## config.mk

```make
export PLATFORM = sky130hd
export DESIGN_NAME = icmp_echo_responder_matcher
export DESIGN_NICKNAME = d
export VERILOG_FILES = /design/src/hw/rtl/icmp_pkg.sv /design/src/hw/rtl/icmp_front.sv /design/src/hw/rtl/icmp_fifo.sv /design/src/hw/rtl/icmp_back.sv /design/src/hw/rtl/icmp_echo_responder_matcher.sv
export VERILOG_INCLUDE_DIRS = /design/src /design/src/hw/rtl
export SDC_FILE = /design/constraint.sdc
export NUM_CORES = 1
export LEC_CHECK = 0
export BUFFER_PORTS_ARGS = -buffer_cell sky130_fd_sc_hd__buf_2
export CORE_MARGIN = 2
export CORE_UTILIZATION = 45
export DETAILED_ROUTE_END_ITERATION = 8
export PLACE_DENSITY = 0.67
export RECOVER_POWER = 50
export SYNTH_ARGS = -nofsm -noshare
export SYNTH_HDL_FRONTEND = slang
export SYNTH_SLANG_ARGS = --single-unit
```

## constraint.sdc

```tcl
create_clock -name clk -period 6.8 [get_ports clk]
set_clock_uncertainty 0.15 [all_clocks]
set_input_delay 0.68 -clock clk [delete_from_list [all_inputs] [get_ports clk]]
set_output_delay 0.68 -clock clk [all_outputs]
set_load 0.03 [all_outputs]
```

## src/hw/rtl/assert_macros.svh

```systemverilog
// assertion macros shared by the rtl files
// no dependencies; compiled out when SYNTH is defined
`ifndef ASSERT_MACROS_SVH
`define ASSERT_MACROS_SVH
`ifndef SYNTH
`define ASSERT_IMPLIES(label, clk, rst_n, cond, prop) \
    label: assert property (@(posedge clk) disable iff (!rst_n) (cond) |-> (prop)) \
        else $error("assertion failed: same-cycle implication");
`define ASSERT_NEXT(label, clk, rst_n, cond, prop) \
    label: assert property (@(posedge clk) disable iff (!rst_n) (cond) |=> (prop)) \
        else $error("assertion failed: next-cycle implication");
`else
`define ASSERT_IMPLIES(label, clk, rst_n, cond, prop)
`define ASSERT_NEXT(label, clk, rst_n, cond, prop)
`endif
`endif

```

## src/hw/rtl/icmp_pkg.sv

```systemverilog
// shared types and constants of the icmp echo responder / matcher
// no dependencies
`default_nettype none
package icmp_pkg;
    localparam int REPLY_PAYLOAD_BYTES = 64;
    localparam int STORE_BYTES = 8 + REPLY_PAYLOAD_BYTES;
    localparam int STORE_WORDS = (STORE_BYTES + 1) / 2;
    localparam int WORD_AW = $clog2(STORE_WORDS);
    localparam int COPY_W = $clog2(STORE_BYTES + 1);
    localparam int MIN_ERROR_BYTES = 8 + 20 + 8;
    localparam int FIFO_DEPTH = 2;

    localparam logic [1:0] KIND_REPLY_WORD = 2'd0;
    localparam logic [1:0] KIND_ECHO_MATCH = 2'd1;
    localparam logic [1:0] KIND_UNREACH_MATCH = 2'd2;
    localparam logic [1:0] KIND_TIMEX_MATCH = 2'd3;

    localparam logic [1:0] CFG_AWAITING = 2'd0;
    localparam logic [1:0] CFG_EXP_ID = 2'd1;
    localparam logic [1:0] CFG_EXP_SEQ = 2'd2;
    localparam logic [1:0] CFG_ADDR_SET = 2'd3;

    localparam logic [7:0] TYPE_ECHO_REPLY = 8'd0;
    localparam logic [7:0] TYPE_UNREACH = 8'd3;
    localparam logic [7:0] TYPE_ECHO_REQUEST = 8'd8;
    localparam logic [7:0] TYPE_TIME_EXCEEDED = 8'd11;

    // one job handed from front to back
    typedef struct packed {
        logic [1:0]        kind;
        logic [31:0]       peer;
        logic [COPY_W-1:0] reply_len;
        logic [22:0]       sum;
    } job_t;

    // byte write into the split store
    typedef struct packed {
        logic               en;
        logic               odd;
        logic [WORD_AW-1:0] addr;
        logic [7:0]         data;
    } store_wr_t;

    // back status toward front
    typedef struct packed {
        logic reply_done;
    } back_status_t;
endpackage
`default_nettype wire

```

## src/hw/rtl/icmp_front.sv

```systemverilog
// front: accepts message bytes, tracks header fields and sum, classifies at packet end
// depends on icmp_pkg
`default_nettype none
module icmp_front (
    input  wire logic                  clk,
    input  wire logic                  rst_n,
    input  wire logic                  cfg_write,
    input  wire logic [1:0]            cfg_index,
    input  wire logic [15:0]           cfg_data,
    input  wire logic                  in_valid,
    output logic                       in_ready,
    input  wire logic [7:0]            data_byte,
    input  wire logic                  end_of_packet,
    input  wire logic [31:0]           sender_address,
    output icmp_pkg::store_wr_t        store_wr,
    output logic                       push,
    output icmp_pkg::job_t             push_job,
    input  wire logic                  fifo_full,
    input  wire icmp_pkg::back_status_t back_status,
    output logic                       reply_lock
);
    import icmp_pkg::*;

    logic        awaiting_reg, addr_set_reg;
    logic [15:0] exp_id_reg, exp_seq_reg;
    logic [15:0] count_reg, count_next, u_count;
    logic [7:0]  type_reg, type_next, u_type;
    logic [15:0] hid_reg, hid_next, u_hid;
    logic [15:0] hseq_reg, hseq_next, u_hseq;
    logic [5:0]  ihb_reg, ihb_next, u_ihb;
    logic [7:0]  proto_reg, proto_next, u_proto;
    logic [15:0] iid_reg, iid_next, u_iid;
    logic [15:0] iseq_reg, iseq_next, u_iseq;
    logic [22:0] sum_reg, sum_next, u_sum;
    logic        lock_reg, lock_next;
    logic        accept, in_store, err_ok;
    logic [15:0] base;
    logic [15:0] i;

    assign accept = in_valid && in_ready;
    assign in_ready = !fifo_full && !lock_reg;
    assign reply_lock = lock_reg;
    assign i = count_reg;
    assign in_store = i < 16'(STORE_BYTES);
    assign base = 16'd12 + 16'(ihb_reg);

    // store write port
    always_comb
    begin
        store_wr.en = accept && in_store;
        store_wr.odd = i[0];
        store_wr.addr = i[WORD_AW:1];
        store_wr.data = data_byte;
    end

    // field updates for the current byte
    always_comb
    begin
        u_count = (count_reg != 16'hFFFF) ? count_reg + 16'd1 : count_reg;
        u_type = type_reg;
        u_hid = hid_reg;
        u_hseq = hseq_reg;
        u_ihb = ihb_reg;
        u_proto = proto_reg;
        u_iid = iid_reg;
        u_iseq = iseq_reg;
        u_sum = sum_reg;
        if (in_store && i >= 16'd4)
        begin
            u_sum = sum_reg + (i[0] ? {15'd0, data_byte} : {7'd0, data_byte, 8'd0});
        end
        if (i == 16'd0) u_type = data_byte;
        if (i == 16'd4) u_hid[15:8] = data_byte;
        if (i == 16'd5) u_hid[7:0] = data_byte;
        if (i == 16'd6) u_hseq[15:8] = data_byte;
        if (i == 16'd7) u_hseq[7:0] = data_byte;
        if (i == 16'd8) u_ihb = {data_byte[3:0], 2'b00};
        if (i == 16'd17) u_proto = data_byte;
        if (i >= 16'd9)
        begin
            if (i == base) u_iid[15:8] = data_byte;
            else if (i == base + 16'd1) u_iid[7:0] = data_byte;
            else if (i == base + 16'd2) u_iseq[15:8] = data_byte;
            else if (i == base + 16'd3) u_iseq[7:0] = data_byte;
        end
    end

    // classification at packet end
    assign err_ok = awaiting_reg && u_count >= 16'(MIN_ERROR_BYTES) && u_ihb >= 6'd20
        && (16'd16 + 16'(u_ihb)) <= u_count && u_proto == 8'd1
        && u_iid == exp_id_reg && u_iseq == exp_seq_reg;

    always_comb
    begin
        push = 1'b0;
        push_job.kind = KIND_REPLY_WORD;
        push_job.peer = sender_address;
        push_job.sum = u_sum;
        push_job.reply_len = (u_count < 16'(STORE_BYTES)) ? u_count[COPY_W-1:0]
            : COPY_W'(STORE_BYTES);
        if (accept && end_of_packet && u_count >= 16'd8)
        begin
            case (u_type)
                TYPE_ECHO_REPLY:
                begin
                    push = awaiting_reg && u_hid == exp_id_reg && u_hseq == exp_seq_reg;
                    push_job.kind = KIND_ECHO_MATCH;
                end
                TYPE_UNREACH:
                begin
                    push = err_ok;
                    push_job.kind = KIND_UNREACH_MATCH;
                end
                TYPE_TIME_EXCEEDED:
                begin
                    push = err_ok;
                    push_job.kind = KIND_TIMEX_MATCH;
                end
                TYPE_ECHO_REQUEST:
                begin
                    push = addr_set_reg;
                    push_job.kind = KIND_REPLY_WORD;
                end
                default:
                begin
                    push = 1'b0;
                end
            endcase
        end
    end

    // next state; per-packet state clears after the final byte
    always_comb
    begin
        count_next = count_reg;
        type_next = type_reg;
        hid_next = hid_reg;
        hseq_next = hseq_reg;
        ihb_next = ihb_reg;
        proto_next = proto_reg;
        iid_next = iid_reg;
        iseq_next = iseq_reg;
        sum_next = sum_reg;
        if (accept)
        begin
            if (end_of_packet)
            begin
                count_next = '0;
                type_next = '0;
                hid_next = '0;
                hseq_next = '0;
                ihb_next = '0;
                proto_next = '0;
                iid_next = '0;
                iseq_next = '0;
                sum_next = '0;
            end
            else
            begin
                count_next = u_count;
                type_next = u_type;
                hid_next = u_hid;
                hseq_next = u_hseq;
                ihb_next = u_ihb;
                proto_next = u_proto;
                iid_next = u_iid;
                iseq_next = u_iseq;
                sum_next = u_sum;
            end
        end
        lock_next = lock_reg;
        if (push && push_job.kind == KIND_REPLY_WORD) lock_next = 1'b1;
        else if (back_status.reply_done) lock_next = 1'b0;
    end

    // registers
    always_ff @(posedge clk or negedge rst_n)
    begin
        if (!rst_n)
        begin
            awaiting_reg <= 1'b0;
            addr_set_reg <= 1'b0;
            exp_id_reg <= '0;
            exp_seq_reg <= '0;
            count_reg <= '0;
            type_reg <= '0;
            hid_reg <= '0;
            hseq_reg <= '0;
            ihb_reg <= '0;
            proto_reg <= '0;
            iid_reg <= '0;
            iseq_reg <= '0;
            sum_reg <= '0;
            lock_reg <= 1'b0;
        end
        else
        begin
            if (cfg_write)
            begin
                case (cfg_index)
                    CFG_AWAITING: awaiting_reg <= cfg_data[0];
                    CFG_EXP_ID: exp_id_reg <= cfg_data;
                    CFG_EXP_SEQ: exp_seq_reg <= cfg_data;
                    CFG_ADDR_SET: addr_set_reg <= cfg_data[0];
                    default: awaiting_reg <= awaiting_reg;
                endcase
            end
            count_reg <= count_next;
            type_reg <= type_next;
            hid_reg <= hid_next;
            hseq_reg <= hseq_next;
            ihb_reg <= ihb_next;
            proto_reg <= proto_next;
            iid_reg <= iid_next;
            iseq_reg <= iseq_next;
            sum_reg <= sum_next;
            lock_reg <= lock_next;
        end
    end
endmodule
`default_nettype wire

```

## src/hw/rtl/icmp_fifo.sv

```systemverilog
// two-entry job queue between front and back
// depends on icmp_pkg
`default_nettype none
module icmp_fifo (
    input  wire logic           clk,
    input  wire logic           rst_n,
    input  wire logic           push,
    input  wire icmp_pkg::job_t push_job,
    output logic                full,
    output logic                pop_valid,
    output icmp_pkg::job_t      pop_job,
    input  wire logic           pop
);
    import icmp_pkg::*;

    job_t       mem_reg [FIFO_DEPTH];
    logic [0:0] wr_ptr_reg, rd_ptr_reg;
    logic [1:0] cnt_reg;
    logic       do_push, do_pop;

    assign full = cnt_reg == 2'(FIFO_DEPTH);
    assign pop_valid = cnt_reg != 2'd0;
    assign pop_job = mem_reg[rd_ptr_reg];
    assign do_push = push && !full;
    assign do_pop = pop && pop_valid;

    // entry storage
    always_ff @(posedge clk)
    begin
        if (do_push) mem_reg[wr_ptr_reg] <= push_job;
    end

    // pointers and fill count
    always_ff @(posedge clk or negedge rst_n)
    begin
        if (!rst_n)
        begin
            wr_ptr_reg <= '0;
            rd_ptr_reg <= '0;
            cnt_reg <= '0;
        end
        else
        begin
            if (do_push) wr_ptr_reg <= wr_ptr_reg + 1'b1;
            if (do_pop) rd_ptr_reg <= rd_ptr_reg + 1'b1;
            cnt_reg <= cnt_reg + 2'(do_push) - 2'(do_pop);
        end
    end
endmodule
`default_nettype wire

```

## src/hw/rtl/icmp_back.sv

```systemverilog
// back: holds the byte store, emits reports and echo reply words
// depends on icmp_pkg
`default_nettype none
module icmp_back (
    input  wire logic                clk,
    input  wire logic                rst_n,
    input  wire icmp_pkg::store_wr_t store_wr,
    input  wire logic                job_valid,
    input  wire icmp_pkg::job_t      job,
    output logic                     job_pop,
    output icmp_pkg::back_status_t   status,
    output logic                     out_valid,
    input  wire logic                out_ready,
    output logic [1:0]               result_kind,
    output logic [15:0]              reply_word,
    output logic [1:0]               word_bytes,
    output logic [31:0]              peer_address,
    output logic                     final_result
);
    import icmp_pkg::*;

    typedef enum logic [3:0] {
        ST_IDLE   = 4'b0001,
        ST_REPORT = 4'b0010,
        ST_FETCH  = 4'b0100,
        ST_LOAD   = 4'b1000
    } state_t;

    logic [7:0]         even_mem [STORE_WORDS];
    logic [7:0]         odd_mem [STORE_WORDS];
    logic [7:0]         even_rd_reg, odd_rd_reg;
    state_t             state_reg, state_next;
    job_t               job_reg;
    logic [15:0]        csum_reg;
    logic [WORD_AW-1:0] w_reg, w_next;
    logic               out_valid_reg;
    logic [1:0]         kind_reg;
    logic [15:0]        word_reg;
    logic [1:0]         nbytes_reg;
    logic [31:0]        peer_reg;
    logic               final_reg;
    logic               out_free, load;
    logic [16:0]        fold1;
    logic [16:0]        fold2;
    logic [COPY_W:0]    k_lo, k_end;
    logic [15:0]        word_val;
    logic [1:0]         nbytes_val;
    logic               final_val;

    // byte store, split into even and odd halves
    always_ff @(posedge clk)
    begin
        if (store_wr.en && !store_wr.odd) even_mem[store_wr.addr] <= store_wr.data;
        if (store_wr.en && store_wr.odd) odd_mem[store_wr.addr] <= store_wr.data;
        even_rd_reg <= even_mem[w_reg];
        odd_rd_reg <= odd_mem[w_reg];
    end

    // checksum folding of the job's word sum
    assign fold1 = {1'b0, job.sum[15:0]} + {10'd0, job.sum[22:16]};
    assign fold2 = {1'b0, fold1[15:0]} + {16'd0, fold1[16]};

    // current reply word
    assign k_lo = {1'b0, (COPY_W)'({w_reg, 1'b1})};
    assign k_end = {1'b0, (COPY_W)'({w_reg, 1'b0})} + (COPY_W + 1)'(2);
    always_comb
    begin
        nbytes_val = (k_lo < {1'b0, job_reg.reply_len}) ? 2'd2 : 2'd1;
        final_val = k_end >= {1'b0, job_reg.reply_len};
        if (w_reg == '0) word_val = 16'd0;
        else if (w_reg == WORD_AW'(1)) word_val = csum_reg;
        else word_val = {even_rd_reg, 8'd0};
        if (nbytes_val == 2'd2 && w_reg != '0 && w_reg != WORD_AW'(1))
        begin
            word_val[7:0] = odd_rd_reg;
        end
        if (nbytes_val == 2'd1) word_val[7:0] = 8'd0;
    end

    assign out_free = !out_valid_reg || out_ready;

    // sequencer
    always_comb
    begin
        state_next = state_reg;
        w_next = w_reg;
        job_pop = 1'b0;
        load = 1'b0;
        status.reply_done = 1'b0;
        case (state_reg)
            ST_IDLE:
            begin
                if (job_valid)
                begin
                    job_pop = 1'b1;
                    w_next = '0;
                    state_next = (job.kind == KIND_REPLY_WORD) ? ST_FETCH : ST_REPORT;
                end
            end
            ST_REPORT:
            begin
                if (out_free)
                begin
                    load = 1'b1;
                    state_next = ST_IDLE;
                end
            end
            ST_FETCH:
            begin
                state_next = ST_LOAD;
            end
            ST_LOAD:
            begin
                if (out_free)
                begin
                    load = 1'b1;
                    if (final_val)
                    begin
                        state_next = ST_IDLE;
                        status.reply_done = 1'b1;
                    end
                    else
                    begin
                        w_next = w_reg + 1'b1;
                        state_next = ST_FETCH;
                    end
                end
            end
            default:
            begin
                state_next = ST_IDLE;
            end
        endcase
    end

    // control registers
    always_ff @(posedge clk or negedge rst_n)
    begin
        if (!rst_n)
        begin
            state_reg <= ST_IDLE;
            w_reg <= '0;
            out_valid_reg <= 1'b0;
        end
        else
        begin
            state_reg <= state_next;
            w_reg <= w_next;
            if (load) out_valid_reg <= 1'b1;
            else if (out_ready) out_valid_reg <= 1'b0;
        end
    end

    // job and output payload registers
    always_ff @(posedge clk)
    begin
        if (job_pop)
        begin
            job_reg <= job;
            csum_reg <= ~fold2[15:0];
        end
        if (load)
        begin
            peer_reg <= job_reg.peer;
            kind_reg <= job_reg.kind;
            if (state_reg == ST_REPORT)
            begin
                word_reg <= 16'd0;
                nbytes_reg <= 2'd0;
                final_reg <= 1'b1;
            end
            else
            begin
                word_reg <= word_val;
                nbytes_reg <= nbytes_val;
                final_reg <= final_val;
            end
        end
    end

    assign out_valid = out_valid_reg;
    assign result_kind = kind_reg;
    assign reply_word = word_reg;
    assign word_bytes = nbytes_reg;
    assign peer_address = peer_reg;
    assign final_result = final_reg;
endmodule
`default_nettype wire

```

## src/hw/rtl/icmp_echo_responder_matcher.sv

```systemverilog
// ICMP echo responder and probe-answer matcher, top level
// Channels: the input takes one message byte per transaction (in_valid/in_ready) with
// end_of_packet on the final byte and the sender address. The output gives one result
// per transaction (out_valid/out_ready): reply words of an echo reply, or one match
// report. A config write port (cfg_write, cfg_index, cfg_data) sets the four registers.
// Throughput: one byte per cycle while no echo reply is pending and the job queue is not
// full. After the final byte of an echo request with an address assigned, input stalls
// until the last reply word is loaded into the output register: the back end reads the
// byte store one word at a time via a fetch and a load state, and waits in the load state
// while the output is stalled. Reports pass through a two-entry job queue and do not stop
// input unless the queue is full. The back end pops a job when idle and registers a report
// from its report state, or the first reply word from its load state after a fetch.
// Reset: control registers and per-packet state clear; the payload registers, the queue
// entries and the byte store are not cleared, and the store needs no clearing pass. When
// the receiver stalls, the output register holds and the queue, then the input, back up.
// Depends on icmp_pkg, icmp_front, icmp_fifo, icmp_back and assert_macros.svh
`default_nettype none
`include "assert_macros.svh"
module icmp_echo_responder_matcher (
    input  wire logic        clk,
    input  wire logic        rst_n,
    input  wire logic        cfg_write,
    input  wire logic [1:0]  cfg_index,
    input  wire logic [15:0] cfg_data,
    input  wire logic        in_valid,
    output logic             in_ready,
    input  wire logic [7:0]  data_byte,
    input  wire logic        end_of_packet,
    input  wire logic [31:0] sender_address,
    output logic             out_valid,
    input  wire logic        out_ready,
    output logic [1:0]       result_kind,
    output logic [15:0]      reply_word,
    output logic [1:0]       word_bytes,
    output logic [31:0]      peer_address,
    output logic             final_result
);
    import icmp_pkg::*;

    store_wr_t    store_wr;
    logic         push, fifo_full, pop_valid, job_pop, reply_lock;
    job_t         push_job, pop_job;
    back_status_t back_status;

    // front end
    icmp_front u_front (
        .clk            (clk),
        .rst_n          (rst_n),
        .cfg_write      (cfg_write),
        .cfg_index      (cfg_index),
        .cfg_data       (cfg_data),
        .in_valid       (in_valid),
        .in_ready       (in_ready),
        .data_byte      (data_byte),
        .end_of_packet  (end_of_packet),
        .sender_address (sender_address),
        .store_wr       (store_wr),
        .push           (push),
        .push_job       (push_job),
        .fifo_full      (fifo_full),
        .back_status    (back_status),
        .reply_lock     (reply_lock)
    );

    // job queue
    icmp_fifo u_fifo (
        .clk       (clk),
        .rst_n     (rst_n),
        .push      (push),
        .push_job  (push_job),
        .full      (fifo_full),
        .pop_valid (pop_valid),
        .pop_job   (pop_job),
        .pop       (job_pop)
    );

    // back end
    icmp_back u_back (
        .clk          (clk),
        .rst_n        (rst_n),
        .store_wr     (store_wr),
        .job_valid    (pop_valid),
        .job          (pop_job),
        .job_pop      (job_pop),
        .status       (back_status),
        .out_valid    (out_valid),
        .out_ready    (out_ready),
        .result_kind  (result_kind),
        .reply_word   (reply_word),
        .word_bytes   (word_bytes),
        .peer_address (peer_address),
        .final_result (final_result)
    );

    // checks
    `ASSERT_IMPLIES(a_lock_stalls, clk, rst_n, reply_lock, !in_ready)
    `ASSERT_IMPLIES(a_report_final, clk, rst_n, out_valid && result_kind != KIND_REPLY_WORD, final_result && word_bytes == 2'd0)
    `ASSERT_IMPLIES(a_word_bytes, clk, rst_n, out_valid && result_kind == KIND_REPLY_WORD, word_bytes == 2'd1 || word_bytes == 2'd2)
    `ASSERT_NEXT(a_no_write_locked, clk, rst_n, push && push_job.kind == KIND_REPLY_WORD, !store_wr.en)
endmodule
`default_nettype wire
```

==> flow_metrics.py, run 1 <==
metrics = {
    "outcome": {
        "status": "finished, violations left",
        "failed_checks": "capacitance limit, slew limit",
    },
    "synthesis": {
        "avgSynthCellArea_um2": 15.20,
        "synth_cell_types": 82,
        "synth_cells": 2871,
        "synthArstFlopShare": 0.1741,
        "yosys_warnings": 0,
        "synth-main-ff-cell": "edfxtp_1",
        "ys_seq_area_frac": 0.6679,
        "syn_area_um2": 43640,
        "synthesis.nets": 2998,
        "ys_seq_elements": 1005,
        "synth_edf_count": 814,
    },
    "global_route": {
        "grt_pass1_vias": 25544,
        "gr-total-overflow": 0,
        "grt_antenna_before_repair": 0,
        "grt_max_degree": 107,
        "track_usage": 0.2076,
        "grt_pass1_wl_um": 157000,
    },
    "clocking": {
        "cts_buffer_depth": 3,
        "numCtsBuffers": 101,
        "cts_tree": "yes",
        "clk_latency_ps": 690,
        "postCtsSetupBuffers": 0,
        "clock_sinks": 1005,
        "clkTransAtPathRegs_ps": 60,
        "cts_root_buf": "clkbuf_16",
        "cts_max_level": 3,
    },
    "drt": {
        "vias_per_cell": 5.876,
        "dr.pass1.iters": 6,
        "ant_nets": 0,
        "avgRoutedWirePerCell_um": 23.99,
        "drcViolationCount": 0,
        "vias": 25447,
        "drtIter0Drc": 2577,
        "drt-total-wl_um": 103900,
    },
    "placed_design": {
        "place_congestion": 0.8958,
        "dp.cells": 4146,
        "port_buffers": 118,
        "dp_hpwl_um": 66840,
    },
    "final_layout": {
        "diodes": 0,
        "stdcell_count": 4331,
        "drive_gt1_frac": 0.1607,
        "seq_area_um2": 29160,
        "final_nets": 3102,
        "area_growth_pct": 11.62,
        "nFillCells": 8010,
        "final_cell_mix": "814 x edfxtp_1, 211 x nand2_1, 178 x nor2_1",
        "layout_commonest_cell": "edfxtp_1",
        "multi_input_area_um2": 13670,
    },
    "setup_path": {
        "crit_type": "input port to register",
        "end_kind": "register",
        "crit_fanout": 29,
        "critPathRequiredTime_ps": 7020,
        "cp.arrival_ps": 6310,
        "cp-start-kind": "input port",
    },
    "power_and_ir_drop": {
        "power.density_nw_per_um2": 322.8,
        "total_power_mw": 15.72,
        "p_seq_frac": 0.496,
        "switching_share": 0.2772,
        "clock_power_share": 0.347,
        "p_switching_mw": 4.359,
        "p_leak_nw": 16.48,
        "ir_worst_vdd_mv": 0.2469,
        "pwr-share-comb": 0.158,
        "internal-power_mw": 11.37,
    },
    "floorplanning": {
        "ios": 119,
        "core_area_um2": 96420,
        "initial_core_util": 0.4526,
        "die-area_um2": 99480,
        "rows": 114,
        "die_height_um": 315.4,
        "die_width_um": 315.4,
    },
    "sta": {
        "finalSetupTns_ps": 0,
        "post-route-period-util": 0.8950,
        "worst_slew_pin_slew_ps": 3946,
        "relSlewSlack": -1.631,
        "fmax_ghz": 0.1643,
        "setup_viol_count_final": 0,
        "maxSlewViolCount": 874,
        "hold_viol": 0,
        "rsz0062_at_grt": "false",
        "fin_crit_ps": 6086,
    },
    "flow_run": {
        "max_cap_violations": 18,
    },
    "hold_path": {
        "hold_class": "input port to register",
    },
}
==> routing by layer <==
| layer | global-route usage | routed length [um] | up-vias |
|---|---|---|---|
| li1 | - | - | 11366 |
| met2 | 0.3343 | 50140 | 933 |
| met5 | 0 | 0 | - |
| met1 | 0.2899 | 44060 | 12965 |
| met3 | 0.03011 | 6526 | 183 |
| met4 | 0.07497 | 3184 | 0 |
==> what timing repair did <==
item,4_1_cts,5_1_grt
endpoints found under the setup margin,0,0
resized for setup,0,0
hold buffers,2,0
hold endpoints to repair,72,0
==> cells by family (layout without fill, tap and decap cells) <==
group	Yosys count	count (layout)	share of synthesized area
simple gates	640	640	0.06945
xor+xnor	120	120	0.02440
buf+inv	226	410	0.01987
flops	1005	1005	0.6679
compound gates	505	505	0.07535
fa+ha+maj	63	63	0.01841
mux	312	312	0.1246
==> cell type report <==
type                    count  area share
flip-flops and latches   1005      0.5986
multi-input cells        1640      0.2807
clock buffers             132     0.05577
well taps                1276     0.03278
repair buffers            154     0.01564
clock inverters            51     0.01089
inverters                  73    0.005625
==> Yosys cell counts, types with 10 or more instances <==
cell | number | area [um2]
buf_1 | 30 | 112.6
mux2_2 | 91 | 1025
a31oi_1 | 10 | 62.56
a22o_1 | 14 | 122.6
a21boi_0 | 12 | 90.09
a21o_1 | 23 | 172.7
o31ai_1 | 12 | 90.09
o21ai_0 | 161 | 805.8
o22ai_1 | 29 | 181.4
nor4_1 | 21 | 131.4
nor2b_1 | 21 | 131.4
xnor2_1 | 76 | 665.6
nand3b_1 | 15 | 112.6
o211ai_1 | 15 | 112.6
edfxtp_1 | 814 | 24440
inv_1 | 69 | 259.0
mux2i_1 | 45 | 450.4
a22oi_1 | 83 | 623.1
nand3_1 | 48 | 240.2
nor2_1 | 179 | 671.9
mux4_2 | 176 | 3964
dfrtp_1 | 174 | 4354
xor2_1 | 43 | 376.6
nand2b_1 | 21 | 131.4
nand2_1 | 212 | 795.8
and3_1 | 16 | 100.1
nand4_1 | 17 | 106.4
or3_1 | 11 | 68.82
ha_1 | 61 | 763.2
nor3_1 | 35 | 175.2
dfxtp_1 | 16 | 320.3
a21oi_1 | 67 | 335.3
clkbuf_1 | 113 | 424.2
o21a_1 | 13 | 97.59
==> power by group through the flow <==
stage	registers [mW]	clock network, mW	logic (mW)
floorplan	7.74	0	1.75
global placement	7.87	0	2.42
detailed placement	7.90	0	2.49
CTS	7.78	5.55	2.51
global route	7.86	5.78	2.72
finish	7.79	5.45	2.48
==> through the flow <==
step	hold slack [ps]	setup slack, ps	util	area (um2)
3_3_place_gp	252.1	1056	0.4731	45620
6_report	54.59	714.0	0.5052	48710
5_1_grt	28.12	356.8	0.5052	48710
2_1_floorplan	234.4	897.5	-	43640
3_5_place_dp	254.5	985.7	0.4731	45620
4_1_cts	0.8353	943.9	0.5070	48880
==> critical path, cell delays in order <==
cell and delay, ps:
clkbuf_1 1400, inv_1 790, nor2_1 400, ha_1 290, a21o_1 170, a21o_1 210
a211oi_1 320, nor4_1 130, o41ai_1 500, a21oi_1 180, a21oi_1 320, o21bai_1 140
xnor2_1 160, o21ai_0 540
==> path summary, 6_finish.rpt <==
kind	startpoint	to	slack, ps	cells past startpoint
worst max-delay path	data_byte[1]	u_fifo.mem_reg[0][15]	710	14
worst min register to register	u_back.job_reg[36]	u_back.peer_address[6]	260	0
min in group asynchronous	rst_n	u_front.hseq_reg[3]	1770	2
max in group asynchronous	rst_n	u_back.w_reg[0]	1340	3
worst min-delay path	sender_address[15]	u_fifo.mem_reg[1][45]	50	1
worst max register to register	u_front.count_reg[1]	u_fifo.mem_reg[1][61]	850	18
Power figures use the tool's default switching activity.
==> run 2, diff against run 1 <==
==> constraint.sdc (replaced) <==
create_clock -name clk -period 6.8 [get_ports clk]
set_clock_uncertainty 0.15 [all_clocks]
set_input_delay 0.34 -clock clk [delete_from_list [all_inputs] [get_ports clk]]
set_output_delay 0.34 -clock clk [all_outputs]
set_load 0.03 [all_outputs]
==> run 2 against run 1 <==
Effect of this change:
- maximum frequency rose by 4.3%
- clock power grew 4.2%
- flip-flop and latch count unchanged
- sequential share of layout area decreased by 0.82 points
- critical path type is now register to register
- design area up 1.4%
- critical endpoint is now u_fifo.mem_reg[1][49]
- the flow still finishes with violations (capacitance limit, slew limit)
- sequential power hardly changed
==> flow_metrics.py, run 2 (synthesis gave the netlist of run 1 again) <==
metrics = {
    "final_layout": {
        "layout_commonest_cell": "edfxtp_1",
        "stdcell_count": 4392,
        "fin_area_um2": 49390,
        "final_nets": 3157,
        "drive_gt1_frac": 0.1589,
        "area_growth_pct": 13.18,
        "final_cell_mix": "814 x edfxtp_1, 211 x nand2_1, 177 x nor2_1",
    },
    "clocking": {
        "hold_buffers": 56,
        "clk_latency_ps": 690,
        "clock_sinks": 1005,
        "cts_max_level": 3,
        "cts_tree": "yes",
        "cts_buffer_depth": 3,
        "postCtsSetupBuffers": 0,
        "clkTransAtPathRegs_ps": 70,
        "cts_resized": 0,
        "cts_root_buf": "clkbuf_16",
        "numCtsBuffers": 100,
    },
    "power_and_ir_drop": {
        "internal-power_mw": 11.61,
        "switching_share": 0.2754,
        "pwr-share-comb": 0.158,
        "power.density_nw_per_um2": 324.5,
        "clock_power_share": 0.354,
        "total_power_mw": 16.03,
        "p_leak_nw": 16.76,
        "p_switching_mw": 4.414,
        "ir_worst_vdd_mv": 0.2302,
        "p_seq_frac": 0.488,
    },
    "drt": {
        "vias": 25940,
        "vias_per_cell": 5.906,
        "drtIter0Drc": 2830,
        "ant_nets": 0,
        "drcViolationCount": 0,
        "drt-total-wl_um": 105000,
        "dr.pass1.iters": 6,
        "avgRoutedWirePerCell_um": 23.91,
    },
    "placed_design": {
        "dpl_cell_area_um2": 45610,
        "place_congestion": 0.8849,
        "dp_hpwl_um": 66730,
        "dpl_worst_slack_ps": 1059,
        "port_buffers": 118,
        "dp.cells": 4148,
    },
    "hold_path": {
        "hold_class": "input port to register",
        "hold_end": "u_back.out_valid",
        "holdPathStages": 3,
        "hp-start": "out_ready",
    },
    "outcome": {
        "failed_checks": "capacitance limit, slew limit",
        "status": "finished, violations left",
    },
    "setup_path": {
        "cp-start-kind": "register",
        "critPathRequiredTime_ps": 6950,
        "r2r_end": "u_fifo.mem_reg[1][49]",
        "rrSetupSlack_ps": 970,
        "cp.arrival_ps": 5990,
        "reg2regPathDepth": 18,
        "r2r-start": "u_front.count_reg[1]",
        "crit_fanout": 64,
        "end_kind": "register",
        "crit_type": "register to register",
    },
    "global_route": {
        "grt_pass1_vias": 25635,
        "grt_antenna_before_repair": 1,
        "track_usage": 0.2107,
        "grt_max_degree": 107,
        "gr-total-overflow": 0,
        "grt_pass1_wl_um": 159700,
    },
    "floorplanning": {
        "die_width_um": 315.4,
        "initial_core_util": 0.4526,
        "core_area_um2": 96420,
        "ios": 119,
        "rows": 114,
        "die_height_um": 315.4,
        "die-area_um2": 99480,
    },
    "sta": {
        "worst_slew_pin_slew_ps": 3603,
        "setup_viol_count_final": 0,
        "rsz0062_at_grt": "false",
        "fin_crit_ps": 5834,
        "relSlewSlack": -1.402,
        "hold_viol": 0,
        "post-route-period-util": 0.8579,
        "fin_ws_ps": 966.1,
        "fmax_ghz": 0.1714,
        "maxSlewViolCount": 805,
        "finalSetupTns_ps": 0,
    },
    "flow_run": {
        "max_cap_violations": 16,
    },
}
## run 2: cell types whose count changed in the layout (fill, tap and decap cells not counted), moves of 4 or more
cell           previous run  this run
dlygate4sd3_1             2        56
buf_2                    33        24
clkinv_2                 14        23
bufinv_16                 8        14
buf_4                    21        25
clkbuf_1                119       123
clkinv_1                 17        13
## run 2: final cells by class
class | instances | area (um2)
Sequential cell | 1005 | 29160
Clock inverter | 63 | 724.4
Timing Repair Buffer | 210 | 1286
Fill cell | 7924 | 47040
Clock buffer | 124 | 2666
Inverter | 73 | 274.0
Tap cell | 1276 | 1597
Antenna cell | 1 | 2.502
Multi-Input combinational cell | 1640 | 13680
## run 2: through the flow
step	util	hold WS (ps)
floorplan	-	-105.6
global placement	0.4730	251.8
detailed placement	0.4730	254.5
CTS	0.5140	6.585
global route	0.5122	54.22
finish	0.5122	35.79
## run 2: worst max path at each step
| stage | start | end | depth (start not counted) |
|---|---|---|---|
| floorplan | u_front.count_reg[1] | u_fifo.mem_reg[0][0] | 18 |
| global placement | u_front.count_reg[1] | u_fifo.mem_reg[1][45] | 18 |
| detailed placement | u_front.count_reg[1] | u_fifo.mem_reg[1][53] | 18 |
| CTS | u_front.count_reg[1] | u_fifo.mem_reg[1][12] | 18 |
| global route | u_front.count_reg[1] | u_fifo.mem_reg[1][59] | 18 |
| finish | u_front.count_reg[1] | u_fifo.mem_reg[1][49] | 18 |
## run 2: power by group through the flow
stage	registers (mW)	logic (mW)	clock network [mW]
final	7.81	2.54	5.68
after global routing	7.87	2.78	6.02
after CTS	7.78	2.56	5.78
after detailed placement	7.90	2.52	0
after global placement	7.88	2.45	0
after floorplan	7.74	1.75	0
## run 2: worst max-delay path, cell delays in order (launching register included)
cell and delay [ps]:
dfrtp_1 530, inv_2 220, ha_1 270, or4b_2 620, nor4_1 380, nand2_1 360
mux2i_1 320, inv_1 140, ha_1 310, ha_1 300, o21ai_0 90, a21oi_1 70
nor3_1 130, o21ai_0 90, a21oi_1 220, a32oi_2 260, inv_2 130, and2_2 140
buf_4 640
## run 2: per-layer routing
layer | global-route usage | share of wire | up-vias
met5 | 0 | 0 | -
met4 | 0.07141 | 0.028 | 0
met3 | 0.02958 | 0.064 | 190
met2 | 0.3372 | 0.48 | 1017
met1 | 0.2989 | 0.43 | 13281
li1 | - | - | 11452
